[config.mk]
export PLATFORM = sky130hd
export DESIGN_NAME = integer_literal_parser
export DESIGN_NICKNAME = d
export VERILOG_FILES = /design/src/rtl/ilp_pkg.sv /design/src/rtl/ilp_front.sv /design/src/rtl/ilp_queue.sv /design/src/rtl/ilp_back.sv /design/src/rtl/integer_literal_parser.sv
export SDC_FILE = /design/constraint.sdc
export NUM_CORES = 1
export LEC_CHECK = 0
export BUFFER_PORTS_ARGS = -buffer_cell sky130_fd_sc_hd__buf_2
export CAP_MARGIN = 40
export CORE_UTILIZATION = 55
export DETAILED_ROUTE_END_ITERATION = 10
export PLACE_DENSITY_LB_ADDON = 0.12
export SETUP_SLACK_MARGIN = 0.5
export SYNTH_ARGS = -nofsm -noshare
export SYNTH_HDL_FRONTEND = slang
export SYNTH_SLANG_ARGS = --single-unit
[constraint.sdc]
create_clock -name clk -period 10.2 [get_ports clk]
set_clock_uncertainty 0.2 [all_clocks]
set_input_delay 2.04 -clock clk [delete_from_list [all_inputs] [get_ports clk]]
set_output_delay 2.04 -clock clk [all_outputs]
set_load 0.01 [all_outputs]
[src/rtl/ilp_pkg.sv]
package ilp_pkg;

  localparam int unsigned VALUE_BITS_DEF = 32;
  localparam int unsigned COUNT_BITS_DEF = 16;

  localparam logic [7:0] CH_MINUS = 8'h2d;
  localparam logic [7:0] CH_UNDER = 8'h5f;
  localparam logic [7:0] CH_ZERO  = 8'h30;
  localparam logic [7:0] CH_NINE  = 8'h39;
  localparam logic [7:0] CH_ONE   = 8'h31;
  localparam logic [7:0] CH_SEVEN = 8'h37;
  localparam logic [7:0] CH_LA    = 8'h61;
  localparam logic [7:0] CH_LF    = 8'h66;
  localparam logic [7:0] CH_X     = 8'h78;
  localparam logic [7:0] CH_B     = 8'h62;
  localparam logic [7:0] CH_O     = 8'h6f;
  localparam logic [7:0] CASE_BIT = 8'h20;

  typedef enum logic [1:0] {
    BASE_DEC = 2'd0,
    BASE_HEX = 2'd1,
    BASE_BIN = 2'd2,
    BASE_OCT = 2'd3
  } base_t;

  typedef enum logic [1:0] {
    PH_SIGN   = 2'd0,
    PH_LEAD   = 2'd1,
    PH_ZERO   = 2'd2,
    PH_DIGITS = 2'd3
  } phase_t;

  typedef struct packed {
    logic [7:0] ch;
    logic       begin_req;
    logic       text_end;
  } in_t;

  typedef struct packed {
    logic signed [31:0] value;
    logic [15:0]        consumed_chars;
    logic [1:0]         base_used;
    logic               char_left_over;
  } out_t;

  // classified character, indexed digit-valid flags by base_t
  typedef struct packed {
    logic       is_minus;
    logic       is_zero;
    logic       is_under;
    logic       is_pfx;
    base_t      pfx_base;
    logic [3:0] dval;
    logic [3:0] dig_ok;
    logic       begin_req;
    logic       text_end;
  } cls_t;

endpackage

[src/rtl/ilp_front.sv]
module ilp_front (
  input  ilp_pkg::in_t  in_data,
  output ilp_pkg::cls_t cls
);

  logic [7:0] lc;
  logic       is_dec;

  always_comb begin
    lc     = in_data.ch | ilp_pkg::CASE_BIT;
    is_dec = (in_data.ch >= ilp_pkg::CH_ZERO) && (in_data.ch <= ilp_pkg::CH_NINE);

    cls.is_minus  = (in_data.ch == ilp_pkg::CH_MINUS);
    cls.is_zero   = (in_data.ch == ilp_pkg::CH_ZERO);
    cls.is_under  = (in_data.ch == ilp_pkg::CH_UNDER);
    cls.is_pfx    = (in_data.ch == ilp_pkg::CH_X) || (in_data.ch == ilp_pkg::CH_B) ||
                    (in_data.ch == ilp_pkg::CH_O);
    cls.pfx_base  = (in_data.ch == ilp_pkg::CH_X) ? ilp_pkg::BASE_HEX :
                    (in_data.ch == ilp_pkg::CH_B) ? ilp_pkg::BASE_BIN : ilp_pkg::BASE_OCT;
    // letters a-f: low nibble 1..6 maps to 10..15
    cls.dval      = is_dec ? in_data.ch[3:0] : 4'(in_data.ch[3:0] + 4'd9);

    cls.dig_ok[ilp_pkg::BASE_DEC] = is_dec;
    cls.dig_ok[ilp_pkg::BASE_HEX] = is_dec ||
                                    ((lc >= ilp_pkg::CH_LA) && (lc <= ilp_pkg::CH_LF));
    cls.dig_ok[ilp_pkg::BASE_BIN] = (in_data.ch == ilp_pkg::CH_ZERO) ||
                                    (in_data.ch == ilp_pkg::CH_ONE);
    cls.dig_ok[ilp_pkg::BASE_OCT] = (in_data.ch >= ilp_pkg::CH_ZERO) &&
                                    (in_data.ch <= ilp_pkg::CH_SEVEN);

    cls.begin_req = in_data.begin_req;
    cls.text_end  = in_data.text_end;
  end

endmodule

[src/rtl/ilp_queue.sv]
module ilp_queue (
  input  logic          clk,
  input  logic          rst_n,
  input  logic          push,
  input  ilp_pkg::cls_t push_data,
  output logic          full,
  input  logic          pop,
  output logic          q_valid,
  output ilp_pkg::cls_t q_data
);

  // two entries, one-bit pointers
  ilp_pkg::cls_t mem_r [2];
  logic          wr_ptr_r, wr_ptr_nxt;
  logic          rd_ptr_r, rd_ptr_nxt;
  logic [1:0]    count_r, count_nxt;

  always_comb begin
    full       = (count_r == 2'd2);
    q_valid    = (count_r != 2'd0);
    q_data     = mem_r[rd_ptr_r];
    wr_ptr_nxt = push ? ~wr_ptr_r : wr_ptr_r;
    rd_ptr_nxt = pop ? ~rd_ptr_r : rd_ptr_r;
    count_nxt  = 2'(count_r + {1'b0, push} - {1'b0, pop});
  end

  always_ff @(posedge clk) begin
    if (!rst_n) begin
      wr_ptr_r <= 1'b0;
      rd_ptr_r <= 1'b0;
      count_r  <= 2'd0;
    end else begin
      wr_ptr_r <= wr_ptr_nxt;
      rd_ptr_r <= rd_ptr_nxt;
      count_r  <= count_nxt;
    end
  end

  always_ff @(posedge clk) begin
    if (push) begin
      mem_r[wr_ptr_r] <= push_data;
    end
  end

  a_count_range: assert property (@(posedge clk) disable iff (!rst_n)
    count_r != 2'd3) else $error("queue count out of range");

  a_no_pop_empty: assert property (@(posedge clk) disable iff (!rst_n)
    pop |-> count_r != 2'd0) else $error("pop from empty queue");

endmodule

[src/rtl/ilp_back.sv]
module ilp_back #(
  parameter int unsigned VALUE_BITS = ilp_pkg::VALUE_BITS_DEF,
  parameter int unsigned COUNT_BITS = ilp_pkg::COUNT_BITS_DEF
) (
  input  logic          clk,
  input  logic          rst_n,
  input  logic          q_valid,
  input  ilp_pkg::cls_t q_data,
  output logic          q_pop,
  output logic          out_valid,
  input  logic          out_ready,
  output ilp_pkg::out_t out_data
);

  logic                  active_r, active_nxt;
  ilp_pkg::phase_t       phase_r, phase_nxt;
  logic                  neg_r, neg_nxt;
  ilp_pkg::base_t        sel_r, sel_nxt;
  logic [VALUE_BITS-1:0] acc_r, acc_nxt;
  logic [COUNT_BITS-1:0] cnt_r, cnt_nxt;
  logic                  out_valid_r;
  ilp_pkg::out_t         out_data_r;

  logic                  act_v, used, done, emit;
  ilp_pkg::phase_t       ph_v;
  logic                  neg_v;
  ilp_pkg::base_t        sel_v;
  logic [VALUE_BITS-1:0] acc_v, scaled, res_v;
  logic [COUNT_BITS-1:0] cnt_v;
  logic signed [63:0]    res_ext;
  logic [31:0]           cnt_ext;
  ilp_pkg::out_t         res;

  always_comb begin
    act_v = q_data.begin_req | active_r;
    ph_v  = q_data.begin_req ? ilp_pkg::PH_SIGN  : phase_r;
    neg_v = q_data.begin_req ? 1'b0              : neg_r;
    sel_v = q_data.begin_req ? ilp_pkg::BASE_DEC : sel_r;
    acc_v = q_data.begin_req ? '0                : acc_r;
    cnt_v = q_data.begin_req ? '0                : cnt_r;
    used  = 1'b0;
    done  = 1'b0;

    if (act_v) begin
      if (ph_v == ilp_pkg::PH_SIGN) begin
        ph_v = ilp_pkg::PH_LEAD;
        if (q_data.is_minus) begin
          neg_v = 1'b1;
          used  = 1'b1;
          done  = 1'b1;
        end
      end
      if (!done && ph_v == ilp_pkg::PH_LEAD) begin
        if (q_data.is_zero) begin
          ph_v  = ilp_pkg::PH_ZERO;
          acc_v = '0;
          used  = 1'b1;
          done  = 1'b1;
        end else begin
          ph_v = ilp_pkg::PH_DIGITS;
        end
      end
      if (!done && ph_v == ilp_pkg::PH_ZERO) begin
        ph_v = ilp_pkg::PH_DIGITS;
        if (!q_data.text_end && q_data.is_pfx) begin
          sel_v = q_data.pfx_base;
          acc_v = '0;
          used  = 1'b1;
          done  = 1'b1;
        end
      end
      if (!done) begin
        if (q_data.is_under) begin
          used = 1'b1;
        end else if (q_data.dig_ok[sel_v]) begin
          used = 1'b1;
        end
      end
    end

    case (sel_v)
      ilp_pkg::BASE_DEC: scaled = (acc_v << 3) + (acc_v << 1);
      ilp_pkg::BASE_HEX: scaled = acc_v << 4;
      ilp_pkg::BASE_BIN: scaled = acc_v << 1;
      ilp_pkg::BASE_OCT: scaled = acc_v << 3;
      default:           scaled = acc_v;
    endcase
    if (act_v && !done && !q_data.is_under && q_data.dig_ok[sel_v]) begin
      acc_v = scaled + VALUE_BITS'(q_data.dval);
    end
    if (used && cnt_v != '1) begin
      cnt_v = COUNT_BITS'(cnt_v + 1'b1);
    end

    emit    = act_v && (!used || q_data.text_end);
    res_v   = neg_v ? VALUE_BITS'(-acc_v) : acc_v;
    res_ext = 64'(signed'(res_v));
    cnt_ext = 32'(cnt_v);
    res.value          = res_ext[31:0];
    res.consumed_chars = cnt_ext[15:0];
    res.base_used      = sel_v;
    res.char_left_over = !used;

    if (emit) begin
      active_nxt = 1'b0;
      phase_nxt  = ilp_pkg::PH_SIGN;
      neg_nxt    = 1'b0;
      sel_nxt    = ilp_pkg::BASE_DEC;
      acc_nxt    = '0;
      cnt_nxt    = '0;
    end else begin
      active_nxt = act_v;
      phase_nxt  = ph_v;
      neg_nxt    = neg_v;
      sel_nxt    = sel_v;
      acc_nxt    = acc_v;
      cnt_nxt    = cnt_v;
    end

    q_pop = q_valid && (!out_valid_r || out_ready);
  end

  always_ff @(posedge clk) begin
    if (!rst_n) begin
      active_r <= 1'b0;
      phase_r  <= ilp_pkg::PH_SIGN;
      neg_r    <= 1'b0;
      sel_r    <= ilp_pkg::BASE_DEC;
      acc_r    <= '0;
      cnt_r    <= '0;
    end else if (q_pop) begin
      active_r <= active_nxt;
      phase_r  <= phase_nxt;
      neg_r    <= neg_nxt;
      sel_r    <= sel_nxt;
      acc_r    <= acc_nxt;
      cnt_r    <= cnt_nxt;
    end
  end

  always_ff @(posedge clk) begin
    if (!rst_n) begin
      out_valid_r <= 1'b0;
    end else if (q_pop && emit) begin
      out_valid_r <= 1'b1;
    end else if (out_ready) begin
      out_valid_r <= 1'b0;
    end
  end

  always_ff @(posedge clk) begin
    if (q_pop && emit) begin
      out_data_r <= res;
    end
  end

  assign out_valid = out_valid_r;
  assign out_data  = out_data_r;

  a_emit_clears: assert property (@(posedge clk) disable iff (!rst_n)
    (q_pop && emit) |=> (!active_r && phase_r == ilp_pkg::PH_SIGN && out_valid_r))
    else $error("state not cleared after result");

  a_phase_needs_active: assert property (@(posedge clk) disable iff (!rst_n)
    (phase_r != ilp_pkg::PH_SIGN || cnt_r != '0) |-> active_r)
    else $error("literal state held while inactive");

  a_base_in_digits: assert property (@(posedge clk) disable iff (!rst_n)
    (sel_r != ilp_pkg::BASE_DEC) |-> (phase_r == ilp_pkg::PH_DIGITS))
    else $error("base chosen outside digit phase");

  a_no_overwrite: assert property (@(posedge clk) disable iff (!rst_n)
    (out_valid_r && !out_ready) |-> !q_pop)
    else $error("result register overwritten");

endmodule

[src/rtl/integer_literal_parser.sv]
// channel | dir | ports                            | beat
// in      | in  | in_valid, in_ready, in_data      | ch, begin_req, text_end
// out     | out | out_valid, out_ready, out_data   | value, consumed_chars, base_used,
//         |     |                                  | char_left_over
// One character per cycle sustained while results are read; out_valid rises once the
// character that ends the literal has passed the queue entry, then the result register.
// The back end retires one queued character per cycle while the result register
// is empty or being read.
// Reset is synchronous, active low; clears queue, parser state and out_valid.
// While a result waits on out_ready the two-entry queue takes at most two more beats,
// then in_ready drops until the result is read.
module integer_literal_parser #(
  parameter int unsigned VALUE_BITS = ilp_pkg::VALUE_BITS_DEF,
  parameter int unsigned COUNT_BITS = ilp_pkg::COUNT_BITS_DEF
) (
  input  logic          clk,
  input  logic          rst_n,
  input  logic          in_valid,
  output logic          in_ready,
  input  ilp_pkg::in_t  in_data,
  output logic          out_valid,
  input  logic          out_ready,
  output ilp_pkg::out_t out_data
);

  ilp_pkg::cls_t cls;
  ilp_pkg::cls_t q_data;
  logic          q_full;
  logic          q_valid;
  logic          q_pop;

  assign in_ready = !q_full;

  ilp_front u_front (
    .in_data (in_data),
    .cls     (cls)
  );

  ilp_queue u_queue (
    .clk       (clk),
    .rst_n     (rst_n),
    .push      (in_valid && !q_full),
    .push_data (cls),
    .full      (q_full),
    .pop       (q_pop),
    .q_valid   (q_valid),
    .q_data    (q_data)
  );

  ilp_back #(
    .VALUE_BITS (VALUE_BITS),
    .COUNT_BITS (COUNT_BITS)
  ) u_back (
    .clk       (clk),
    .rst_n     (rst_n),
    .q_valid   (q_valid),
    .q_data    (q_data),
    .q_pop     (q_pop),
    .out_valid (out_valid),
    .out_ready (out_ready),
    .out_data  (out_data)
  );

endmodule
==> impl_metrics.tcl <==
set metrics [dict create \
    rows 50 \
    multiInputGateArea_um2 6610 \
    use_met1 0.406 \
    startpoint_type "flip-flop" \
    via_per_inst 6.36 \
    antenna_cells 0 \
    synth_cell_type_count 91 \
    ys_ff_latch 143 \
    crit_top_cell "inv_1" \
    worstPathMaxFanout 17 \
    synth_seq_area_share 0.345 \
    n_fill_cell 1639 \
    postCtsSetupRepairBufs 0 \
    port_buffers 66 \
    synth_top_family_by_area "compound AO/OA/AOI/OAI gates" \
    synth_area_leader_cell "edfxtp_1" \
    finalMaxSlewViolations 0 \
    synthXorXnorAreaFrac 0.0678 \
    ir_drop_mv 0.150 \
    critPathCapture "u_back.out_data[47]$_DFFE_PP_" \
    status "finished clean" \
    synth_edf_count 83 \
    grtUsageMet2 0.491 \
    synth_commonest_cells "nand2_1 (108), a21oi_1 (90), edfxtp_1 (83)" \
    synthAdderAreaFrac 0.0493 \
    initial_core_util 0.567 \
    layout-drive-gt1-share 0.122 \
    grt_pass1_vias 9123 \
    syn-instance-count 1233 \
    r2r_setup_slack_ps 2980 \
    setup_viol 0 \
    drt-initial-drc-count 906 \
    synth_compound_area_frac 0.243 \
    worstPathArrival_ps 7180 \
    hold_slack_ps 346 \
    cp_cell_sequence "buf_8 -> or3b_4 -> a21boi_4 -> mux2_2 -> nand2_1 -> inv_1 -> nor2_1 -> ha_1 -> inv_1 -> fa_1 -> nor2b_1 -> o221ai_2 -> nor4_4 -> a21boi_0 -> nor3_1 -> nand3_2 -> nor4_2 -> and2_1 -> a31oi_1 -> xnor2_1" \
    insertion_delay_ps 420 \
    cts_max_path_buffers 2 \
    synth_most_common_cell "nand2_1" \
    syn_nets 1288 \
    rsz0062_at_grt "no" \
    ctsHtreeMaxLevel 4 \
    synth.top_cell.area_share 0.233 \
    antenna_found_initial 0 \
    ant_nets 0 \
    routed_wl_um 30200 \
    hpwl_um 21500 \
    die_x_um 142 \
    clock_sinks 143 \
    r2r_cells 20 \
    slew_headroom 0.415 \
    hold_viol 0 \
    setup_tns_ps 0 \
    post_cts_resized 0 \
    grt-ovfl-total 0 \
    nets 1324 \
    min_path_type "flip-flop to flip-flop" \
    grt-busiest-layer "met2" \
    crit_path_max_incr_delay_ps 650 \
    crit_slowest_cell "nor3_1" \
    min_period_ps 7220 \
    cts_tree "yes" \
    max_clock_freq_mhz 139 \
    dr.pass1.iters 5 \
    max_slew.worst_pin.slew_ps 870 \
    grt_usage 0.305 \
    path_clk_slew_ps 60 \
    combPwrFrac 0.301 \
    die_area_um2 20100 \
    wire_per_inst_um 19.6 \
    grt_pass1_wl_um 47800 \
    drc 0 \
    die_h_um 142 \
    synth_mux_area_frac 0.0339 \
    crit_type "flip-flop to flip-flop" \
    cts_buffers 17 \
    leakage_uw 0.00434 \
    cts-root-buf "clkbuf_16" \
    synth-simple-area-share 0.221 \
    synth_warnings 0 \
    worstHoldPathCells 2 \
    seqPwrFrac 0.376 \
    syn_area_per_cell_um2 8.69 \
    async_flop_share 0 \
    synth_area_leaders "edfxtp_1 (23%), dfxtp_1 (11%), ha_1 (4.6%), a21oi_1 (4.2%), xnor2_1 (3.8%)" \
    netlist_area_um2 10700 \
    p_sw_frac 0.350 \
    powerDensity_nw_per_um2 173 \
    seqCellArea_um2 3690 \
    cts_hold_buf 0 \
    fin_crit_sh 0.708 \
    grt_max_degree 55 \
    worst_ep_required_time_ps 10160 \
    vias 9804 \
    place.gp.congestion 0.925 \
    end_kind "flip-flop" \
    r2r_end "u_back.out_data[47]$_DFFE_PP_" \
    ios 67 \
    p_int_uw 1340 \
    grt_util_met3 0.0439 \
    syn_to_final_growth_pct 11.0 \
    ys.flop_type "edfxtp_1" \
    cap_violations 0 \
    total_switching_power_uw 720 \
    coreArea_um2 18900 \
    p_clk_frac 0.324 \
]
-- logic make-up after synthesis --
group,count (synthesis)
and+or+nand+nor,449
DFF,143
xor gates and xnor gates,83
muxes,34
buffers and inverters,107
AOI/OAI and AO/OA,376
adders and majority gates,41
-- through the flow --
| stage | util | std cells | total power [uW] | instance area [um2] | setup WS [ps] |
|---|---|---|---|---|---|
| floorplan | - | 1233 | 1180 | 10700 | 4020 |
| global placement | 0.594 | 1507 | 1380 | 11200 | 2890 |
| detailed placement | 0.596 | 1510 | 1390 | 11300 | 3080 |
| CTS | 0.630 | 1542 | 2060 | 11900 | 3090 |
| global route | 0.630 | 1542 | 2150 | 11900 | 2460 |
| finish | 0.630 | 1542 | 2060 | 11900 | 2980 |
-- cell type report --
class	count	area share
Multi-Input combinational cell	983	0.555
Sequential cell	143	0.310
Timing Repair Buffer	84	0.0406
Clock buffer	18	0.0361
Tap cell	260	0.0273
Clock inverter	14	0.0171
Inverter	40	0.0130
-- registers in the layout, indices dropped and copies added (netlist names), named ones only --
register          count
u_back.acc_r         32
u_back.cnt_r         16
u_queue.count_r       2
u_back.neg_r          1
u_back.active_r       1
u_back.phase_r        2
u_back.out_valid      1
u_queue.wr_ptr_r      1
u_queue.mem_r        32
u_back.out_data      51
u_queue.rd_ptr_r      1
u_back.sel_r          2
-- placed cells by master, fill, tap and decap left out, types with 6 or more instances in the layout --
cell / netlist / routed
buf_4: 2 / 15
nor2_1: 75 / 73
or3_1: 15 / 15
a211oi_1: 13 / 13
ha_1: 39 / 39
a211o_1: 7 / 7
nor3_1: 37 / 37
nand3_1: 33 / 33
o211ai_1: 16 / 16
o21ai_0: 70 / 70
and3_1: 15 / 15
dfxtp_1: 60 / 60
nand2b_1: 8 / 8
nor4_1: 10 / 10
mux2i_1: 21 / 19
inv_1: 39 / 39
and2_1: 53 / 53
o22ai_1: 6 / 6
nand4_1: 22 / 22
xnor2_1: 47 / 47
xor2_1: 36 / 36
mux2_2: 11 / 11
a21oi_1: 90 / 90
o31ai_1: 6 / 6
a22oi_1: 45 / 45
nor2b_1: 40 / 40
edfxtp_1: 83 / 83
o21a_1: 9 / 9
nand2_1: 108 / 108
o221ai_1: 6 / 6
clkbuf_16: 0 / 17
a22o_1: 9 / 9
a31oi_1: 12 / 12
buf_2: 9 / 67
a21o_1: 16 / 16
-- critical path: cells and delay by family, from the launching register on --
kind / cells / cell delay [ps]
compound gates: 4 / 840
xor+xnor: 1 / 150
fa+ha+maj: 2 / 580
buf+inv: 3 / 880
flops: 1 / 460
mux: 1 / 510
simple gates: 9 / 3330
-- power groups by stage --
stage	Sequential [uW]	Clock (uW)	Combinational (uW)
2_1_floorplan	814	0	367
5_1_grt	782	697	673
3_3_place_gp	789	0	593
6_report	773	666	618
4_1_cts	772	675	615
3_5_place_dp	782	0	611
-- worst min path at each step --
stage,to,startpoint
6_report,u_back.acc_r[31]$_SDFFE_PN0P_,u_back.acc_r[31]$_SDFFE_PN0P_
4_1_cts,u_back.acc_r[31]$_SDFFE_PN0P_,u_back.acc_r[31]$_SDFFE_PN0P_
2_1_floorplan,u_back.acc_r[31]$_SDFFE_PN0P_,u_back.acc_r[31]$_SDFFE_PN0P_
5_1_grt,u_back.acc_r[31]$_SDFFE_PN0P_,u_back.acc_r[31]$_SDFFE_PN0P_
3_5_place_dp,u_back.acc_r[31]$_SDFFE_PN0P_,u_back.acc_r[31]$_SDFFE_PN0P_
3_3_place_gp,u_back.acc_r[31]$_SDFFE_PN0P_,u_back.acc_r[31]$_SDFFE_PN0P_
-- metal layers --
metal	routed length [um]	up-vias	share of wire
met5	0	-	0
met4	1110	0	0.037
met3	1560	81	0.052
met2	14000	383	0.47
met1	13500	4618	0.45
li1	-	4722	-
Note: power is estimated with default switching activity, not from simulation.
